`config.mk`:
```
export PLATFORM = sky130hd
export DESIGN_NAME = json_token_scanner
export DESIGN_NICKNAME = d
export VERILOG_FILES = /design/src/rtl/jts_pkg.sv /design/src/rtl/json_token_scanner.sv /design/src/rtl/jts_scan.sv /design/src/rtl/jts_fifo.sv
export SDC_FILE = /design/constraint.sdc
export NUM_CORES = 1
export LEC_CHECK = 0
export BUFFER_PORTS_ARGS = -buffer_cell sky130_fd_sc_hd__buf_2
export CAP_MARGIN = 0
export CELL_PAD_IN_SITES_DETAIL_PLACEMENT = 1
export CELL_PAD_IN_SITES_GLOBAL_PLACEMENT = 2
export CORE_MARGIN = 5
export CORE_UTILIZATION = 35
export DETAILED_ROUTE_END_ITERATION = 7
export PLACE_DENSITY = 0.69
export SKIP_CTS_REPAIR_TIMING = 1
export SYNTH_ARGS = -nofsm -noshare
export SYNTH_HDL_FRONTEND = slang
export SYNTH_SLANG_ARGS = --single-unit
```
`constraint.sdc`:
```
create_clock -name clk -period 13.4 [get_ports clk]
set_clock_uncertainty 0.2 [all_clocks]
set_input_delay 2.68 -clock clk [delete_from_list [all_inputs] [get_ports clk]]
set_output_delay 2.68 -clock clk [all_outputs]
set_load 0.005 [all_outputs]
```
`src/rtl/jts_pkg.sv`:
```
package jts_pkg;

  localparam int CP_W      = 21;
  localparam int MAX_RES   = 4;
  localparam int RCNT_W    = $clog2(MAX_RES + 1);
  localparam int FIFO_DEPTH = 8;
  localparam int FIFO_AW   = $clog2(FIFO_DEPTH);
  localparam int FIFO_CW   = $clog2(FIFO_DEPTH + 1);

  // Scan modes.
  localparam logic [1:0] MODE_IDLE = 2'd0;
  localparam logic [1:0] MODE_STR  = 2'd1;
  localparam logic [1:0] MODE_NUM  = 2'd2;
  localparam logic [1:0] MODE_SYM  = 2'd3;

  // String escape states.
  localparam logic [1:0] ESC_NONE = 2'd0;
  localparam logic [1:0] ESC_BSL  = 2'd1;
  localparam logic [1:0] ESC_HEX  = 2'd2;

  // Number sub-modes.
  localparam logic [2:0] NM_UNDEC = 3'd0;
  localparam logic [2:0] NM_DEC   = 3'd1;
  localparam logic [2:0] NM_EXP   = 3'd2;
  localparam logic [2:0] NM_EXPD  = 3'd3;
  localparam logic [2:0] NM_HEX   = 3'd4;
  localparam logic [2:0] NM_OCT   = 3'd5;
  localparam logic [2:0] NM_BIN   = 3'd6;

  // Event kinds.
  localparam logic [1:0] EV_BODY = 2'd0;
  localparam logic [1:0] EV_DONE = 2'd1;
  localparam logic [1:0] EV_ERR  = 2'd2;

  // Token types.
  localparam logic [3:0] TT_COMMA  = 4'd0;
  localparam logic [3:0] TT_DOT    = 4'd1;
  localparam logic [3:0] TT_OBJ_O  = 4'd2;
  localparam logic [3:0] TT_OBJ_C  = 4'd3;
  localparam logic [3:0] TT_ARR_O  = 4'd4;
  localparam logic [3:0] TT_ARR_C  = 4'd5;
  localparam logic [3:0] TT_COLON  = 4'd6;
  localparam logic [3:0] TT_STRING = 4'd7;
  localparam logic [3:0] TT_NUMBER = 4'd8;
  localparam logic [3:0] TT_SYMBOL = 4'd9;
  localparam logic [3:0] TT_NULL   = 4'd10;

  // Characters of interest.
  localparam logic [CP_W-1:0] CH_TAB   = 21'h09;
  localparam logic [CP_W-1:0] CH_LF    = 21'h0A;
  localparam logic [CP_W-1:0] CH_CR    = 21'h0D;
  localparam logic [CP_W-1:0] CH_SPACE = 21'h20;
  localparam logic [CP_W-1:0] CH_QUOTE = 21'h22;
  localparam logic [CP_W-1:0] CH_PLUS  = 21'h2B;
  localparam logic [CP_W-1:0] CH_COMMA = 21'h2C;
  localparam logic [CP_W-1:0] CH_MINUS = 21'h2D;
  localparam logic [CP_W-1:0] CH_DOT   = 21'h2E;
  localparam logic [CP_W-1:0] CH_0     = 21'h30;
  localparam logic [CP_W-1:0] CH_1     = 21'h31;
  localparam logic [CP_W-1:0] CH_7     = 21'h37;
  localparam logic [CP_W-1:0] CH_9     = 21'h39;
  localparam logic [CP_W-1:0] CH_COLON = 21'h3A;
  localparam logic [CP_W-1:0] CH_UA    = 21'h41;
  localparam logic [CP_W-1:0] CH_UB    = 21'h42;
  localparam logic [CP_W-1:0] CH_UE    = 21'h45;
  localparam logic [CP_W-1:0] CH_UF    = 21'h46;
  localparam logic [CP_W-1:0] CH_UO    = 21'h4F;
  localparam logic [CP_W-1:0] CH_UX    = 21'h58;
  localparam logic [CP_W-1:0] CH_LBRK  = 21'h5B;
  localparam logic [CP_W-1:0] CH_BSL   = 21'h5C;
  localparam logic [CP_W-1:0] CH_RBRK  = 21'h5D;
  localparam logic [CP_W-1:0] CH_LA    = 21'h61;
  localparam logic [CP_W-1:0] CH_LB    = 21'h62;
  localparam logic [CP_W-1:0] CH_LE    = 21'h65;
  localparam logic [CP_W-1:0] CH_LF_   = 21'h66;
  localparam logic [CP_W-1:0] CH_LN    = 21'h6E;
  localparam logic [CP_W-1:0] CH_LO    = 21'h6F;
  localparam logic [CP_W-1:0] CH_LR    = 21'h72;
  localparam logic [CP_W-1:0] CH_LT    = 21'h74;
  localparam logic [CP_W-1:0] CH_LU    = 21'h75;
  localparam logic [CP_W-1:0] CH_LX    = 21'h78;
  localparam logic [CP_W-1:0] CH_LBRC  = 21'h7B;
  localparam logic [CP_W-1:0] CH_RBRC  = 21'h7D;

  localparam logic [CP_W-1:0] NULL_TEXT [4] = '{21'h6E, 21'h75, 21'h6C, 21'h6C};

  typedef struct packed {
    logic [1:0]  mode;
    logic [1:0]  esc;
    logic [15:0] hex_accum;
    logic [2:0]  hex_rem;
    logic [2:0]  num_mode;
    logic        dot;
    logic        upper;
    logic [2:0]  null_cnt;
    logic        null_miss;
  } scan_st_t;

  typedef struct packed {
    logic [1:0]      kind;
    logic [3:0]      ttype;
    logic [CP_W-1:0] ch;
    logic            last;
  } result_t;

  typedef struct packed {
    logic    vld;
    result_t res;
  } idle_out_t;

  function automatic result_t mk_res(logic [1:0] kind, logic [3:0] ttype,
                                     logic [CP_W-1:0] ch);
    result_t r;
    r.kind  = kind;
    r.ttype = ttype;
    r.ch    = ch;
    r.last  = 1'b0;
    return r;
  endfunction

  function automatic logic is_digit(logic [CP_W-1:0] c);
    return (c >= CH_0) && (c <= CH_9);
  endfunction

  function automatic logic is_white(logic [CP_W-1:0] c);
    return (c == CH_SPACE) || (c == CH_TAB) || (c == CH_CR) || (c == CH_LF);
  endfunction

  // Valid flag in the top bit, digit value below.
  function automatic logic [4:0] hex_val(logic [CP_W-1:0] c);
    logic [4:0] v;
    v = 5'd0;
    if (is_digit(c)) begin
      v = {1'b1, 4'(c - CH_0)};
    end else if ((c >= CH_UA) && (c <= CH_UF)) begin
      v = {1'b1, 4'(c - CH_UA + 21'd10)};
    end else if ((c >= CH_LA) && (c <= CH_LF_)) begin
      v = {1'b1, 4'(c - CH_LA + 21'd10)};
    end
    return v;
  endfunction

  // Valid flag in the top bit, token type below.
  function automatic logic [4:0] punct(logic [CP_W-1:0] c);
    logic [4:0] p;
    p = 5'd0;
    if (c == CH_COMMA)      p = {1'b1, TT_COMMA};
    else if (c == CH_DOT)   p = {1'b1, TT_DOT};
    else if (c == CH_LBRC)  p = {1'b1, TT_OBJ_O};
    else if (c == CH_RBRC)  p = {1'b1, TT_OBJ_C};
    else if (c == CH_LBRK)  p = {1'b1, TT_ARR_O};
    else if (c == CH_RBRK)  p = {1'b1, TT_ARR_C};
    else if (c == CH_COLON) p = {1'b1, TT_COLON};
    return p;
  endfunction

  function automatic logic sym_cont(logic [CP_W-1:0] c);
    logic [4:0] p;
    p = punct(c);
    return !is_white(c) && (c != CH_QUOTE) && ((c == CH_DOT) || !p[4]);
  endfunction

  function automatic scan_st_t sym_append(scan_st_t st, logic [CP_W-1:0] c);
    scan_st_t s;
    s = st;
    if (!s.null_miss && (s.null_cnt < 3'd4) && (c == NULL_TEXT[s.null_cnt[1:0]])) begin
      s.null_cnt = s.null_cnt + 3'd1;
    end else begin
      s.null_miss = 1'b1;
    end
    return s;
  endfunction

  // State after scanning a character from idle.
  function automatic scan_st_t idle_state(scan_st_t st, logic [CP_W-1:0] c);
    scan_st_t   s;
    logic [4:0] p;
    s = st;
    p = punct(c);
    if (is_white(c) || p[4]) begin
      s = st;
    end else if (c == CH_QUOTE) begin
      s.mode = MODE_STR;
      s.esc  = ESC_NONE;
    end else if (is_digit(c) || (c == CH_MINUS)) begin
      s.mode     = MODE_NUM;
      s.num_mode = (c == CH_0) ? NM_UNDEC : NM_DEC;
      s.dot      = 1'b0;
      s.upper    = 1'b0;
    end else begin
      s.mode      = MODE_SYM;
      s.null_cnt  = 3'd0;
      s.null_miss = 1'b0;
      s = sym_append(s, c);
    end
    return s;
  endfunction

  // Result, if any, of scanning a character from idle.
  function automatic idle_out_t idle_out(logic [CP_W-1:0] c);
    idle_out_t  o;
    logic [4:0] p;
    p = punct(c);
    o.vld = 1'b0;
    o.res = mk_res(EV_BODY, TT_SYMBOL, c);
    if (is_white(c) || (c == CH_QUOTE)) begin
      o.vld = 1'b0;
    end else if (p[4]) begin
      o.vld = 1'b1;
      o.res = mk_res(EV_DONE, p[3:0], '0);
    end else if (is_digit(c) || (c == CH_MINUS)) begin
      o.vld = 1'b1;
      o.res = mk_res(EV_BODY, TT_NUMBER, c);
    end else begin
      o.vld = 1'b1;
    end
    return o;
  endfunction

endpackage

```
`src/rtl/json_token_scanner.sv`:
```
// Streaming JSON tokenizer, one Unicode code point per input transaction.
// Input channel: in_valid/in_ready with in_code_point. Result channel:
// out_valid/out_ready with out_event_kind, out_token_type, out_char_value
// and out_last; out_last marks the final result caused by a character.
// A character yields zero to four results; an opening quote, an escape
// prefix, a held exponent letter and whitespace outside a token yield none.
// A character accepted into the input register is scanned into the result
// queue once the queue has room; its results then wait there behind earlier ones.
// Throughput: one character per cycle while each gives at most one result
// and the receiver takes one every cycle; otherwise the result port, which
// drains one result per cycle, sets the pace. A character is scanned only
// when the eight-entry result queue has room for four results, so in_ready
// falls while a character waits in the input register and the queue holds
// more than four.
// When the receiver stalls, results wait in the queue and the input
// register holds the next character until room appears.
// Synchronous reset empties the queue and the input register and returns
// the scanner to idle outside any token.
module json_token_scanner
  import jts_pkg::*;
(
  input  logic            clk,
  input  logic            rst_n,
  input  logic            in_valid,
  output logic            in_ready,
  input  logic [CP_W-1:0] in_code_point,
  output logic            out_valid,
  input  logic            out_ready,
  output logic [1:0]      out_event_kind,
  output logic [3:0]      out_token_type,
  output logic [CP_W-1:0] out_char_value,
  output logic            out_last
);

  logic               in_vld_r;
  logic [CP_W-1:0]    in_cp_r;
  scan_st_t           st_r, st_nxt;
  result_t            scan_res [MAX_RES];
  logic [RCNT_W-1:0]  scan_cnt;
  logic [RCNT_W-1:0]  push_cnt;
  logic [FIFO_CW-1:0] fifo_count;
  logic               scan_fire;
  result_t            head;

  localparam logic [FIFO_CW-1:0] ROOM_LIMIT = FIFO_CW'(FIFO_DEPTH - MAX_RES);

  assign scan_fire = in_vld_r && (fifo_count <= ROOM_LIMIT);
  assign in_ready  = !in_vld_r || scan_fire;
  assign push_cnt  = scan_fire ? scan_cnt : '0;

  always_ff @(posedge clk) begin
    if (!rst_n) begin
      in_vld_r <= 1'b0;
    end else if (in_ready) begin
      in_vld_r <= in_valid;
    end
  end

  always_ff @(posedge clk) begin
    if (in_valid && in_ready) begin
      in_cp_r <= in_code_point;
    end
  end

  always_ff @(posedge clk) begin
    if (!rst_n) begin
      st_r <= '0;
    end else if (scan_fire) begin
      st_r <= st_nxt;
    end
  end

  jts_scan u_scan (
    .c       (in_cp_r),
    .st      (st_r),
    .st_nxt  (st_nxt),
    .res     (scan_res),
    .res_cnt (scan_cnt)
  );

  jts_fifo u_fifo (
    .clk       (clk),
    .rst_n     (rst_n),
    .push_cnt  (push_cnt),
    .push_data (scan_res),
    .pop       (out_valid && out_ready),
    .head      (head),
    .count     (fifo_count)
  );

  assign out_valid      = (fifo_count != '0);
  assign out_event_kind = head.kind;
  assign out_token_type = head.ttype;
  assign out_char_value = head.ch;
  assign out_last       = head.last;

endmodule

```
`src/rtl/jts_scan.sv`:
```
module jts_scan
  import jts_pkg::*;
(
  input  logic [CP_W-1:0]   c,
  input  scan_st_t          st,
  output scan_st_t          st_nxt,
  output result_t           res [MAX_RES],
  output logic [RCNT_W-1:0] res_cnt
);

  localparam logic [1:0] NE_TAKEN = 2'd0;
  localparam logic [1:0] NE_ENDS  = 2'd1;
  localparam logic [1:0] NE_EXP   = 2'd2;

  scan_st_t          s;
  result_t           ra [MAX_RES];
  logic [RCNT_W-1:0] n;
  logic              sym_now;
  logic [1:0]        nend;
  logic [4:0]        hv;
  logic [15:0]       acc;
  logic [2:0]        rem;
  logic [CP_W-1:0]   rc;
  idle_out_t         io;

  always_comb begin
    s       = st;
    n       = '0;
    sym_now = 1'b0;
    nend    = NE_TAKEN;
    hv      = hex_val(c);
    acc     = {st.hex_accum[11:0], hv[3:0]};
    rem     = st.hex_rem - 3'd1;
    rc      = c;
    io      = '0;
    for (int i = 0; i < MAX_RES; i++) begin
      ra[i] = '0;
    end

    unique case (st.mode)
      MODE_STR: begin
        unique case (st.esc)
          ESC_BSL: begin
            if (c == CH_LU) begin
              s.esc       = ESC_HEX;
              s.hex_accum = '0;
              s.hex_rem   = 3'd4;
            end else begin
              s.esc = ESC_NONE;
              priority if (c == CH_LT) rc = CH_TAB;
              else if (c == CH_LN)     rc = CH_LF;
              else if (c == CH_LR)     rc = CH_CR;
              else                     rc = c;
              ra[n[1:0]] = mk_res(EV_BODY, TT_STRING, rc);
              n = n + 1'b1;
            end
          end
          ESC_HEX: begin
            if (!hv[4]) begin
              ra[n[1:0]] = mk_res(EV_ERR, TT_STRING, '0);
              n = n + 1'b1;
              s.esc       = ESC_NONE;
              s.hex_accum = '0;
              s.hex_rem   = '0;
              s.mode      = MODE_IDLE;
            end else begin
              s.hex_accum = acc;
              s.hex_rem   = rem;
              if (rem == 3'd0) begin
                s.esc = ESC_NONE;
                ra[n[1:0]] = mk_res(EV_BODY, TT_STRING, CP_W'(acc));
                n = n + 1'b1;
                s.hex_accum = '0;
              end
            end
          end
          default: begin
            // The unused escape code behaves as the normal state.
            if (c == CH_QUOTE) begin
              ra[n[1:0]] = mk_res(EV_DONE, TT_STRING, '0);
              n = n + 1'b1;
              s.mode = MODE_IDLE;
            end else if (c == CH_BSL) begin
              s.esc = ESC_BSL;
            end else begin
              ra[n[1:0]] = mk_res(EV_BODY, TT_STRING, c);
              n = n + 1'b1;
            end
          end
        endcase
      end

      MODE_NUM: begin
        unique case (st.num_mode)
          NM_UNDEC: begin
            priority if ((c == CH_LX) || (c == CH_UX)) s.num_mode = NM_HEX;
            else if ((c == CH_LO) || (c == CH_UO))     s.num_mode = NM_OCT;
            else if ((c == CH_LB) || (c == CH_UB))     s.num_mode = NM_BIN;
            else if (c == CH_DOT) begin
              s.dot      = 1'b1;
              s.num_mode = NM_DEC;
            end
            else if (is_digit(c)) s.num_mode = NM_DEC;
            else                  nend = NE_ENDS;
            if (nend == NE_TAKEN) begin
              ra[n[1:0]] = mk_res(EV_BODY, TT_NUMBER, c);
              n = n + 1'b1;
            end
          end
          NM_DEC: begin
            if (is_digit(c) || ((c == CH_DOT) && !st.dot)) begin
              if (c == CH_DOT) s.dot = 1'b1;
              ra[n[1:0]] = mk_res(EV_BODY, TT_NUMBER, c);
              n = n + 1'b1;
            end else if (((c == CH_LE) || (c == CH_UE)) && st.dot) begin
              // The letter is held back until the sign shows it belongs here.
              s.upper    = (c == CH_UE);
              s.num_mode = NM_EXP;
            end else begin
              nend = NE_ENDS;
            end
          end
          NM_EXP: begin
            if ((c == CH_PLUS) || (c == CH_MINUS)) begin
              s.num_mode = NM_EXPD;
              ra[n[1:0]] = mk_res(EV_BODY, TT_NUMBER, CH_LE);
              n = n + 1'b1;
              ra[n[1:0]] = mk_res(EV_BODY, TT_NUMBER, c);
              n = n + 1'b1;
            end else begin
              nend = NE_EXP;
            end
          end
          NM_EXPD, NM_HEX, NM_OCT, NM_BIN: begin
            priority if (st.num_mode == NM_EXPD) nend = is_digit(c) ? NE_TAKEN : NE_ENDS;
            else if (st.num_mode == NM_HEX)      nend = hv[4] ? NE_TAKEN : NE_ENDS;
            else if (st.num_mode == NM_OCT)
              nend = ((c >= CH_0) && (c <= CH_7)) ? NE_TAKEN : NE_ENDS;
            else
              nend = ((c == CH_0) || (c == CH_1)) ? NE_TAKEN : NE_ENDS;
            if (nend == NE_TAKEN) begin
              ra[n[1:0]] = mk_res(EV_BODY, TT_NUMBER, c);
              n = n + 1'b1;
            end
          end
          default: nend = NE_ENDS;
        endcase

        if (nend != NE_TAKEN) begin
          ra[n[1:0]] = mk_res(EV_DONE, TT_NUMBER, '0);
          n = n + 1'b1;
          s.mode = MODE_IDLE;
          // An unsigned exponent re-scans its letter first, then this character.
          if (nend == NE_EXP) rc = st.upper ? CH_UE : CH_LE;
          io = idle_out(rc);
          s  = idle_state(s, rc);
          if (io.vld) begin
            ra[n[1:0]] = io.res;
            n = n + 1'b1;
          end
          sym_now = (nend == NE_EXP);
        end
      end

      MODE_SYM: sym_now = 1'b1;

      default: begin
        io = idle_out(c);
        s  = idle_state(s, c);
        if (io.vld) begin
          ra[n[1:0]] = io.res;
          n = n + 1'b1;
        end
      end
    endcase

    if (sym_now) begin
      if (sym_cont(c)) begin
        s = sym_append(s, c);
        ra[n[1:0]] = mk_res(EV_BODY, TT_SYMBOL, c);
        n = n + 1'b1;
      end else begin
        ra[n[1:0]] = mk_res(EV_DONE,
                            (!s.null_miss && (s.null_cnt == 3'd4)) ? TT_NULL : TT_SYMBOL,
                            '0);
        n = n + 1'b1;
        s.mode = MODE_IDLE;
        io = idle_out(c);
        s  = idle_state(s, c);
        if (io.vld) begin
          ra[n[1:0]] = io.res;
          n = n + 1'b1;
        end
      end
    end

    if (n != '0) begin
      ra[2'(n - 1'b1)].last = 1'b1;
    end
  end

  assign st_nxt  = s;
  assign res     = ra;
  assign res_cnt = n;

endmodule

```
`src/rtl/jts_fifo.sv`:
```
module jts_fifo
  import jts_pkg::*;
(
  input  logic               clk,
  input  logic               rst_n,
  input  logic [RCNT_W-1:0]  push_cnt,
  input  result_t            push_data [MAX_RES],
  input  logic               pop,
  output result_t            head,
  output logic [FIFO_CW-1:0] count
);

  result_t              mem_r [FIFO_DEPTH];
  logic [FIFO_AW-1:0]   wr_ptr_r, wr_ptr_nxt;
  logic [FIFO_AW-1:0]   rd_ptr_r, rd_ptr_nxt;
  logic [FIFO_CW-1:0]   count_r, count_nxt;

  always_comb begin
    wr_ptr_nxt = wr_ptr_r + FIFO_AW'(push_cnt);
    rd_ptr_nxt = rd_ptr_r + FIFO_AW'(pop);
    count_nxt  = count_r + FIFO_CW'(push_cnt) - FIFO_CW'(pop);
  end

  always_ff @(posedge clk) begin
    if (!rst_n) begin
      wr_ptr_r <= '0;
      rd_ptr_r <= '0;
      count_r  <= '0;
    end else begin
      wr_ptr_r <= wr_ptr_nxt;
      rd_ptr_r <= rd_ptr_nxt;
      count_r  <= count_nxt;
    end
  end

  // Several results of one character land in consecutive slots at once.
  always_ff @(posedge clk) begin
    for (int i = 0; i < MAX_RES; i++) begin
      if (RCNT_W'(i) < push_cnt) begin
        mem_r[FIFO_AW'(wr_ptr_r + FIFO_AW'(i))] <= push_data[i];
      end
    end
  end

  assign head  = mem_r[rd_ptr_r];
  assign count = count_r;

endmodule

```
==> run_results.csv <==
group,metric,value,unit
pwr,pwr-share-seq,35.5,%
place,dp_hpwl,66280,um
floorplan,io_pins,55,
clocking,cts_root_buffer,"clkbuf_16",
synth,ys_top_cells_by_area,"edfxtp_1 (36%), mux4_2 (6.2%), mux2i_1 (4.2%)",
setup_path,rrSetupSlack,5.56,ns
cells_and_area,final_common_cell,"edfxtp_1",
setup_path,critPathCaptureType,"flop",
setup_path,startpoint_type,"flop",
synth,ys_ff_latch,284,
drt,drc,0,
floorplan,core,57700,um^2
clocking,clk_pin_slew,0.06,ns
drt,wl_per_cell,31.84,um
setup_path,required,13.39,ns
clocking,clk_latency,0.57,ns
floorplan,fp.dieH,251.3,um
synth,synth_ff_type,"edfxtp_1",
grt,antenna_found_initial,0,
drt,vias,18455,
drt,vias_per_cell,6.624,
synth,synth_area,20380,um^2
synth,synth-compound-area-share,24.01,%
place,place_area,21380,um^2
clocking,h-tree-depth,2,
synth,synthAdderAreaFrac,2.100,%
min_path,hold_start,"st_r[21]",
sta,period_share,58.52,%
pwr,comb_power_share,35.3,%
place,portBuffers,54,
sta,fin_tns_setup,0,ns
setup_path,crit_type,"reg2reg",
synth,synth_async_sr_flop_share,0,%
cells_and_area,areaGrowthSynthToFinish,10.41,%
synth,synth_cell_type_count,119,
sta,slew_violations,0,
floorplan,num_rows,88,
synth,ys_seq_area_share,39.93,%
setup_path,critPathArrivalTime,7.83,ns
clocking,clockBufferDepth,3,
synth,synth_area_per_cell,10.17,um^2
drt,drt-initial-drc-count,1877,
pwr,peakVddDrop,0.1059,mV
grt,grt_max_degree,58,
sta,final_hold_viol_count,0,
floorplan,initial_utilization,35.32,%
clocking,cts_sinks,284,
run_status,status,"complete, no violations",
synth,synth-edff-count,245,
grt,grt_usage,27.13,%
pwr,p_clk_share,29.2,%
cells_and_area,post-route-cell-area,22500,um^2
clocking,cts_tree,"done",
pwr,power.total,3241,uW
synth,synth_area_leader_cell,"edfxtp_1",
floorplan,die_area,63150,um^2
drt,ant_nets,0,
pwr,p_switching,1202,uW
sta,grt_setup_unrepaired,"false",
synth,synth_warnings,0,
drt,totalWireLength,88710,um
synth,synth.area.mux_share,12.24,%
grt,grt.overflow.total,0,
synth,synth_nets,2062,
floorplan,dieWidth,251.3,um
clocking,cts_buffers,36,
synth,netlist_instances,2004,
cells_and_area,fillCellCount,6413,
cells_and_area,mostFrequentLayoutCells,"edfxtp_1 (245), nand2_1 (201), nor2_1 (148), a21oi_1 (105), mux2i_1 (85)",
drt,dr.pass1.iters,5,
synth,yosys.area_share.simple,16.57,%
grt,grt_pass1_vias,18525,
cells_and_area,n_antenna_cell,0,
synth,synth_xor_xnor_area_share,0.8043,%
sta,slew-limit-headroom,5.562,%
sta,fin_crit,7.842,ns
grt,grt_first_pass_wirelength,130500,um
place,gp_congestion,0.9319,
sta,finalSetupViolCount,0,
min_path,hp-class,"reg2reg",
pwr,swShare,37.09,%
sta,max_clock_freq,0.1275,GHz
setup_path,cp_max_fo,28,
flow_run,drv_cap,0,
sta,worst_pin_slew,1.407,ns
pwr,powerDensity,144.1,nW/um^2
cells_and_area,nets,2055,
setup_path,startpoint,"in_cp_r[1]",
pwr,leakagePower,0.007360,uW
synth,synth_top_family_by_area,"compound AO/OA/AOI/OAI gates",
synth,synth_top_area_share,36.10,%
cells_and_area,drive_above_1_share,17.81,%
setup_path,r2r_start,"in_cp_r[1]",
pwr,intPower,2039,uW
==> per-layer routing <==
| layer | global-route usage (%) | vias to the layer above | wire, um | part of all wire [%] |
|---|---|---|---|---|
| li1 | - | 7895 | - | - |
| met1 | 38.09 | 9518 | 38410 | 43 |
| met2 | 43.56 | 868 | 40940 | 46 |
| met3 | 3.890 | 174 | 6215 | 7.0 |
| met4 | 8.592 | 0 | 3142 | 3.5 |
| met5 | 0 | - | 0 | 0 |
==> sequential cells by signal, summed over array words and instances (netlist names) <==
name / flops
in_cp_r: 21
in_vld_r: 1
st_r: 28
u_fifo.count: 4
u_fifo.mem_r: 224
u_fifo.rd_ptr_r: 3
u_fifo.wr_ptr_r: 3
==> cell usage after synthesis (all sizes together) (39+ instances only) <==
cell type and number:
a21oi 114, buf 73, clkbuf 76, dfxtp 39, edfxtp 245, inv 44
mux2i 85, mux4 56, nand2 206, nand3 74, nor2 149, nor3 55
o21ai 105, o221ai 51, o2bb2ai 69
==> path summary, 6_finish.rpt <==
check / cells after the start / endpoint
max: 24 / u_fifo.mem_r[3][3]
min: 2 / st_r[21]
max reg2reg: 24 / u_fifo.mem_r[3][3]
min reg2reg: 2 / st_r[21]
==> power groups by stage <==
stage	registers, uW	logic (uW)	clock network, uW
floorplan	1110	757	0
global placement	1160	1100	0
detailed placement	1170	1120	0
CTS	1150	1130	962
global route	1160	1220	995
finish	1150	1140	948
==> logic make-up (layout without fill, tap and decap cells) <==
family,after synthesis,in the layout
xor+xnor,17,17
fa+ha+maj,33,33
simple gates,661,661
compound gates,641,641
buf+inv,193,210
flops,284,284
mux,175,175
==> per-stage QoR <==
step / std cells / utilization, % / setup WS, ns / hold slack, ns
6_report: 2786 / 39.00 / 5.558 / 0.2669
5_1_grt: 2786 / 39.00 / 5.182 / 0.2902
4_1_cts: 2786 / 39.00 / 5.712 / 0.2670
3_5_place_dp: 2724 / 37.06 / 5.760 / 0.2557
3_3_place_gp: 2724 / 37.06 / 6.041 / 0.2505
2_1_floorplan: 2004 / - / 5.584 / 0.2321
==> cell type report <==
cell class	instances	area (um^2)	area share, %
tap	765	957.2	4.254
clock inverter	19	147.6	0.6562
inverter	44	165.2	0.7341
clock buffer	43	968.4	4.304
timing repair buffer	104	645.6	2.870
sequential	284	8143	36.19
multi-input combinational	1527	11470	50.99
==> critical path, stage by stage, from the launching register on <==
cell	delay [ns]
edfxtp_1	0.36
buf_4	0.25
inv_1	0.20
ha_1	0.39
and4bb_2	0.35
nand4_1	0.20
a2111oi_4	0.50
nor3_2	0.12
a211o_1	0.36
nand2_1	0.22
inv_1	0.15
ha_1	0.29
nor2_1	0.24
nand2_1	0.14
a21o_1	0.27
nand2_1	0.13
inv_1	0.09
ha_1	0.29
a31oi_4	0.28
xnor2_2	0.16
buf_4	0.30
a31oi_4	0.15
nor3_4	0.79
nand2b_1	0.50
o21bai_4	0.49
Note: power is estimated with default switching activity, not from simulation.
